File: src/hdl/ttf_pkg.sv
// Package for the triangle tangent frame block: widths and shared constants.
`default_nettype none
package ttf_pkg;
	localparam int PosW   = 32;
	localparam int TexW   = 16;
	localparam int OutW   = 16;
	localparam int NormW  = 30;
	localparam int OneQ14 = 16384;
	// edge difference 33 b, uv delta 17 b, product 50 b, difference 51 b
	localparam int EdgeW  = PosW + 1;
	localparam int DltW   = TexW + 1;
	localparam int CompW  = EdgeW + DltW + 1;
	localparam int InW    = 3 * PosW + 2 * TexW;
	localparam int OutDW  = 6 * OutW;
endpackage
`default_nettype wire

File: src/hdl/ttf_divsqrt.sv
// Shared iterative unit: one bit per cycle of an integer square root or a divide.
`default_nettype none
module ttf_divsqrt (
	input  wire logic        clk,
	input  wire logic        arst_n,
	input  wire logic        start,
	input  wire logic        is_sqrt,
	input  wire logic [63:0] num,
	input  wire logic [63:0] den,
	output logic             done,
	output logic [63:0]      res
);
	import ttf_pkg::*;

	logic [63:0] rem_q, bit_q, res_q, den_q, num_q;
	logic        busy_q, sqrt_q;
	logic [5:0]  cnt_q;
	logic [64:0] trial;
	logic [63:0] rem_sh;

	assign rem_sh = {rem_q[62:0], num_q[63]};
	assign trial  = sqrt_q ? {1'b0, rem_q} - {1'b0, res_q + bit_q}
	                       : {1'b0, rem_sh} - {1'b0, den_q};

	always_ff @(posedge clk or negedge arst_n) begin
		if (!arst_n) begin
			busy_q <= 1'b0;
			done   <= 1'b0;
		end else begin
			done <= 1'b0;
			if (start) begin
				busy_q <= 1'b1;
				sqrt_q <= is_sqrt;
				cnt_q  <= 6'd63;
				rem_q  <= is_sqrt ? num : 64'd0;
				num_q  <= num;
				den_q  <= den;
				bit_q  <= 64'h4000_0000_0000_0000;
				res_q  <= 64'd0;
			end else if (busy_q) begin
				if (sqrt_q) begin
					if (!trial[64]) begin
						rem_q <= trial[63:0];
						res_q <= (res_q >> 1) + bit_q;
					end else begin
						res_q <= res_q >> 1;
					end
					bit_q <= bit_q >> 2;
					if (bit_q[0] || bit_q == 64'd0) begin
						busy_q <= 1'b0;
						done   <= 1'b1;
					end
				end else begin
					num_q <= {num_q[62:0], 1'b0};
					if (!trial[64]) begin
						rem_q <= trial[63:0];
						res_q <= {res_q[62:0], 1'b1};
					end else begin
						rem_q <= rem_sh;
						res_q <= {res_q[62:0], 1'b0};
					end
					cnt_q <= cnt_q - 6'd1;
					if (cnt_q == 6'd0) begin
						busy_q <= 1'b0;
						done   <= 1'b1;
					end
				end
			end
		end
	end

	always_comb begin
		res = res_q;
		if (sqrt_q && !trial[64])
			res = res_q;
	end
endmodule
`default_nettype wire

File: config.mk
export PLATFORM = sky130hd
export DESIGN_NAME = ttf_divsqrt
export DESIGN_NICKNAME = d
export VERILOG_FILES = /design/src/hdl/ttf_pkg.sv /design/src/hdl/ttf_divsqrt.sv
export SDC_FILE = /design/constraint.sdc
export NUM_CORES = 1
export LEC_CHECK = 0
export BUFFER_PORTS_ARGS = -buffer_cell sky130_fd_sc_hd__buf_2
export CAP_MARGIN = 20
export CORE_MARGIN = 3
export CORE_UTILIZATION = 50
export CTS_CLUSTER_SIZE = 12
export DETAILED_ROUTE_END_ITERATION = 16
export PLACE_DENSITY = 0.68
export SLEW_MARGIN = 10
export SYNTH_ARGS = -nofsm -noshare
export SYNTH_HDL_FRONTEND = slang
export SYNTH_SLANG_ARGS = --single-unit
export TNS_END_PERCENT = 30
File: constraint.sdc
create_clock -name clk -period 10.1 [get_ports clk]
set_input_delay 2.02 -clock clk [delete_from_list [all_inputs] [get_ports clk]]
set_output_delay 2.02 -clock clk [all_outputs]
set_load 0.05 [all_outputs]
==> metrics.cfg, run 1 <==
[status]
outcome=complete, no violations

[worst_setup_path]
crit_arrival_ps=7690
crit_slowest_cell=a31o_4
crit_family=compound AO/OA/AOI/OAI gates
cp_num_buf_inv=3
crit_fanout=64
cp-start-kind=flip-flop
worstSetupPathType=reg2reg
end_kind=flip-flop
crit_path_max_incr_delay_ps=810
required_ps=10300

[floorplan]
fp.dieH_um=253.1
core_region_area_mm2=0.05969
dieArea_mm2=0.06408
rows=89
die_width_um=253.1
ios=197
start_util_pct=51.16

[global_route]
overflow=0
grt_use_total_pct=29.80
grt_antenna_before_repair=1
grt_max_degree=130
grt_pass1_wl_mm=150.9
grt_pass1_vias=25890

[sta]
fmax_mhz=133.6
rsz0062_at_grt=no
setup_violations=0
relSlewSlack_pct=32.74
finalMaxSlewViolations=0
period_needed_ps=7487
timing.final.crit_share_pct=74.13
worst_slack_ps=2613
finClkSkew_ps=22.89
setup_tns_ps=0
finalHoldViolCount=0
worstMarginPinSlew_ps=1005

[power_and_ir_drop]
power.share.clock_pct=15.8
powerDensity_mw_per_mm2=262.8
p_seq_share_pct=24.1
power.internal_mw=4.525
ir_drop_v=0.0001688
p_sw_share_pct=48.05
p_comb_share_pct=60.2
p_leak_nw=13.67
p_sw_mw=4.186

[placement]
pre_cts_ws_ps=2738
post_dp_cell_area_mm2=0.03195
place_hpwl_mm=73.51
port_buffers=196
gp_routability_congestion=0.9574

[finish]
nFillCells=5599
final_nets=4005
layout_commonest_cell=nand2_1
seq_area_mm2=0.009869
syn_to_final_growth_pct=8.522
drive_gt1_share_pct=11.26
mostFrequentLayoutCells=456 x nand2_1, 424 x a21oi_1, 327 x edfxtp_1
fin_area_mm2=0.03314
multi_input_area_mm2=0.01936

[job]
cap_violations=0

[route]
drt_wl_total_mm=98.62
drc=0
drt-initial-drc-count=3150
viasPerCell=6.409
wl_per_cell_um=22.34
antenna_left=0
firstDrtPassIters=6
routed-via-count=28297

[clock_network]
cts_sinks=329
hold_buffers=0
cts_setup_buffers=0
cts-resized-gates=0
tritoncts=done
clock_latency_ps=590
path_clk_slew_ps=60
numCtsBuffers=40
htreeDepth=2
clk_path_buf_depth=3
cts_root_buf=clkbuf_16

[synth]
synth_area_mm2=0.03054
synthSimpleGateAreaFrac_pct=15.40
netlist_instances=3555
synthMuxAreaShare_pct=2.790
synthXorXnorAreaFrac_pct=6.769
synthFlopType=edfxtp_1
ys_seq_elements=329
ys_seq_area_share_pct=32.32
synth_edf_count=327
postSynthAreaPerCell_um2=8.590
synth_top_family_by_area=compound AO/OA/AOI/OAI gates
ys_warn_count=0
async_flop_share_pct=0.6079
syn-num-nets=3947
synthAdderAreaFrac_pct=10.75
synth_compound_area_share_pct=27.53
ys_types=95

[min_path]
hold_class=reg2reg

-- power groups by stage --
| stage | combinational (mW) | clock (mW) | sequential [mW] |
|---|---|---|---|
| floorplan | 3.80 | 0 | 2.10 |
| global placement | 5.12 | 0 | 2.10 |
| detailed placement | 5.10 | 0 | 2.10 |
| CTS | 5.14 | 1.39 | 2.08 |
| global route | 5.74 | 1.44 | 2.11 |
| finish | 5.24 | 1.37 | 2.10 |
-- layout make-up --
cell class	instances	area share, %
inverters	146	1.654
well taps	773	2.918
multi-input cells	2874	58.41
flip-flops and latches	329	29.78
repair buffers	222	3.636
clock buffers	47	3.164
diodes	1	0.007551
clock inverters	23	0.4266
-- cell usage after synthesis (16+ instances only) --
master | count | area [µm²]
and3_1 | 32 | 200.2
nor4_1 | 33 | 206.5
buf_1 | 16 | 60.06
clkbuf_1 | 163 | 611.8
a311oi_1 | 17 | 148.9
nand2b_1 | 35 | 219.0
o21bai_1 | 53 | 397.9
a21oi_1 | 424 | 2122
a221oi_1 | 22 | 192.7
o22ai_1 | 27 | 168.9
a31o_2 | 23 | 201.4
ha_1 | 256 | 3203
nor3_1 | 31 | 155.2
mux2_2 | 65 | 732.0
xor2_1 | 99 | 867.1
nand3_1 | 70 | 350.3
inv_1 | 145 | 544.3
nor2b_1 | 34 | 212.7
nand2_1 | 457 | 1715
nand4_1 | 73 | 456.7
a32o_1 | 27 | 270.3
o211ai_1 | 57 | 427.9
a211oi_1 | 47 | 352.8
o31ai_1 | 18 | 135.1
o21ai_0 | 192 | 960.9
edfxtp_1 | 327 | 9819
buf_2 | 25 | 125.1
nor2_1 | 194 | 728.2
a31oi_1 | 30 | 187.7
xnor2_1 | 137 | 1200
o21a_1 | 35 | 262.8
a21o_1 | 149 | 1119
-- layer usage --
layer / global-route usage, % / vias to the layer above / wire length, µm
li1: - / 13507 / -
met1: 44.95 / 13415 / 45430
met2: 44.51 / 1247 / 41830
met3: 5.033 / 128 / 9147
met4: 6.789 / 0 / 2211
met5: 0 / - / 0
-- worst paths after layout --
| check | from | to | slack (ps) | cells after the start |
|---|---|---|---|---|
| worst max-delay path | bit_q[0]$_SDFFCE_PP0P_ | rem_q[63]$_DFFE_PP_ | 2610 | 27 |
| worst min-delay path | num_q[2]$_DFFE_PP_ | num_q[3]$_DFFE_PP_ | 540 | 1 |
| worst max register to register | bit_q[0]$_SDFFCE_PP0P_ | rem_q[63]$_DFFE_PP_ | 2610 | 27 |
| worst min register to register | num_q[2]$_DFFE_PP_ | num_q[3]$_DFFE_PP_ | 540 | 1 |
| max in group asynchronous | arst_n | done$_DFF_PN0_ | 7760 | 2 |
| min in group asynchronous | arst_n | busy_q$_DFF_PN0_ | 1330 | 1 |
-- registers in the layout, indices dropped and copies added, names as in the netlist, 6 cells and up --
signal and count:
den_q 64, num_q 64, bit_q 64, cnt_q 6, rem_q 64, res 64
-- metrics by stage --
| stage | cells | hold WS, ps | utilization [%] | total power, mW |
|---|---|---|---|---|
| finish | 4415 | 543.5 | 55.52 | 8.710 |
| global route | 4414 | 557.6 | 55.52 | 9.284 |
| CTS | 4414 | 546.6 | 55.52 | 8.601 |
| detailed placement | 4344 | 533.5 | 53.53 | 7.202 |
| global placement | 4344 | 525.6 | 53.53 | 7.218 |
| floorplan | 3555 | 524.8 | - | 5.891 |
-- logic make-up after synthesis --
| family | count (synthesis) |
|---|---|
| compound gates | 1280 |
| simple gates | 1021 |
| mux | 77 |
| xor+xnor | 236 |
| flops | 329 |
| buf+inv | 352 |
| fa+ha+maj | 260 |
No activity file was read; power rests on OpenSTA's default activity.
==> inputs of run 2 (changes only) <==
--- a/config.mk
+++ b/config.mk
@@ -5,13 +5,14 @@
 export SDC_FILE = /design/constraint.sdc
 export NUM_CORES = 1
 export LEC_CHECK = 0
+export ABC_AREA = 1
 export BUFFER_PORTS_ARGS = -buffer_cell sky130_fd_sc_hd__buf_2
 export CAP_MARGIN = 20
 export CORE_MARGIN = 3
 export CORE_UTILIZATION = 50
 export CTS_CLUSTER_SIZE = 12
 export DETAILED_ROUTE_END_ITERATION = 16
-export PLACE_DENSITY = 0.68
+export PLACE_DENSITY = 0.7
 export SLEW_MARGIN = 10
 export SYNTH_ARGS = -nofsm -noshare
 export SYNTH_HDL_FRONTEND = slang
==> constraint.sdc (replaced) <==
create_clock -name clk -period 6.54 [get_ports clk]
set_input_delay 1.308 -clock clk [delete_from_list [all_inputs] [get_ports clk]]
set_output_delay 1.308 -clock clk [all_outputs]
set_load 0.05 [all_outputs]
==> run 2 against run 1 <==
Non-clock buffer count grew 3. Utilization shrank 0.20 points. Combinational power grew 58%. Cell count grew 60%. Die area grew 20%. Sequential share of layout area shrank 5.0 points. Register-to-register slack lost 2000 ps. Critical path type unchanged. Total power grew 57%.
==> metrics.cfg, run 2 <==
[status]
outcome=complete, no violations

[clock_network]
clock_latency_ps=600
htreeDepth=2
cts-resized-gates=0
clk_path_buf_depth=3
hold_buffers=0
cts_sinks=329
cts_root_buf=clkbuf_16
path_clk_slew_ps=60
numCtsBuffers=41
cts_setup_buffers=0
tritoncts=done

[power_and_ir_drop]
powerDensity_mw_per_mm2=342.2
p_leak_nw=20.14
ir_drop_v=0.0002329

[sta]
setup_tns_ps=0
finalMaxSlewViolations=0
finalHoldViolCount=0
rsz0062_at_grt=no
finClkSkew_ps=25.01
worst_slack_ps=619.0
timing.final.crit_share_pct=90.54
setup_violations=0
fmax_mhz=168.9
holdWs_ps=502.5
period_needed_ps=5921
worstMarginPinSlew_ps=968.5
relSlewSlack_pct=35.20

[synth]
yosysMostFrequentCell=nand2_1
synth_top_area_share_pct=26.77
ys_types=52
async_flop_share_pct=0.6079
synthAdderAreaFrac_pct=8.952
postSynthAreaPerCell_um2=6.162
ys_seq_elements=329
synthTopCellsByArea=edfxtp_1 27%, nand2_1 20%, inv_1 10%
netlist_instances=5952
ys_seq_area_share_pct=26.91
ys_warn_count=0
netlist_top_cells_count=1954 x nand2_1, 1023 x inv_1, 605 x nor2_1
synth_top_family_by_area=simple AND/OR/NAND/NOR gates
synth_edf_count=327
yosysTopAreaCell=edfxtp_1
synthFlopType=edfxtp_1
synthXorXnorAreaFrac_pct=2.818
synth_area_mm2=0.03668
syn-num-nets=6344
synthMuxAreaShare_pct=0
synth_compound_area_share_pct=14.00
synthSimpleGateAreaFrac_pct=35.06

[floorplan]
fp.dieH_um=276.8
core_region_area_mm2=0.07210
start_util_pct=50.87
dieArea_mm2=0.07664
die_width_um=276.8
rows=98
ios=197

[worst_setup_path]
cp-start-kind=flip-flop
crit_path_max_incr_delay_ps=560
crit_slowest_cell=o21ai_4
cp_common_cell=nand2_1
required_ps=6810
path_cells=ha_1 -> nand3_1 -> nand2_1 -> a21oi_1 -> o21ai_1 -> a21oi_1 -> o21bai_1 -> nand4_1 -> nand3b_1 -> nand2_1 -> ha_1 -> nand2_1 -> nor2_2 -> nand2_1 -> nor2_1 -> and3_1 -> nand2_2 -> nand3_1 -> nand2_4 -> o21ai_4 -> buf_12
end_kind=flip-flop
crit_fanout=35
crit_arrival_ps=6190
worstSetupPathType=reg2reg

[finish]
final_nets=6492
fin_area_mm2=0.03989
syn_to_final_growth_pct=8.757
layout.cells.non_filler=7081
drive_gt1_share_pct=6.036
mostFrequentLayoutCells=1954 x nand2_1, 1020 x inv_1, 605 x nor2_1
layout_commonest_cell=nand2_1

[route]
antenna_left=0
drt-initial-drc-count=4204
routed-via-count=39946
viasPerCell=5.641
firstDrtPassIters=7
drt_wl_total_mm=149.0
wl_per_cell_um=21.05
drc=0

[placement]
post_dp_cell_area_mm2=0.03857
place_hpwl_mm=122.8
port_buffers=196
pre_cts_ws_ps=806.0
dpl.cell_count=7006
gp_routability_congestion=1.063

[global_route]
grt_pass1_wl_mm=221.7
overflow=0
grt_pass1_vias=38454
grt_use_total_pct=37.57
grt_antenna_before_repair=1
grt_max_degree=86

[job]
cap_violations=0

[min_path]
hold_class=reg2reg

run 2: cell count changes after synthesis, sizes merged, moves of 49 or more:
cell and change:
nand3 +284, mux2 -65, a21o -135, inv +894, xor2 -62, xnor2 -56
o211ai -49, nor2 +419, o21ai +134, nand2 +1517, clkbuf -79
run 2: area by class of cell:
| class | count | area (µm²) |
|---|---|---|
| inverters | 1041 | 3914 |
| fillers | 7408 | 32210 |
| clock buffers | 48 | 1052 |
| well taps | 950 | 1189 |
| diodes | 1 | 2.502 |
| multi-input cells | 4462 | 22330 |
| clock inverters | 25 | 235.2 |
| repair buffers | 225 | 1294 |
| flip-flops and latches | 329 | 9871 |
run 2: final timing paths:
| check | slack, ps | endpoint | depth (start not counted) | from |
|---|---|---|---|---|
| setup / recovery | 620 | rem_q[54]$_DFFE_PP_ | 21 | bit_q[2]$_SDFFCE_PP0P_ |
| hold / removal | 500 | num_q[60]$_DFFE_PP_ | 2 | num_q[59]$_DFFE_PP_ |
| setup reg to reg | 620 | rem_q[54]$_DFFE_PP_ | 21 | bit_q[2]$_SDFFCE_PP0P_ |
| hold reg to reg | 500 | num_q[60]$_DFFE_PP_ | 2 | num_q[59]$_DFFE_PP_ |
| max in group asynchronous | 4040 | busy_q$_DFF_PN0_ | 3 | arst_n |
| min in group asynchronous | 1960 | done$_DFF_PN0_ | 3 | arst_n |
run 2: power by group:
part	internal, mW	total, mW	switching [mW]
clock network	1.28	2.27	0.989
registers	2.70	3.13	0.424
logic	2.52	8.26	5.74
total	6.49	13.6	7.15
run 2: cells by family (layout without fill, tap and decap cells):
kind of cell	Yosys count	count (layout)
compound gates	946	946
xor+xnor	118	118
fa+ha+maj	260	260
buf+inv	1161	1339
flops	329	329
other cells	0	1
simple gates	3138	3138
run 2: metrics by stage:
step / total power [mW] / utilization [%]
after floorplan: 8.685 / -
after global placement: 11.12 / 53.50
after detailed placement: 11.17 / 53.50
after CTS: 13.45 / 55.28
after global routing: 14.63 / 55.32
final: 13.65 / 55.32
run 2: critical path, delay by kind of cell, from the launching register on:
family | cells | cell delay, ps
compound gates | 5 | 1810
fa+ha+maj | 2 | 790
buf+inv | 1 | 290
flops | 1 | 460
simple gates | 13 | 2230
run 2: layer usage:
metal	share of wire [%]	global-route usage [%]
met1	38	45.23
met2	47	63.70
met3	7.9	4.569
met4	7.5	23.77
met5	0.0060	0
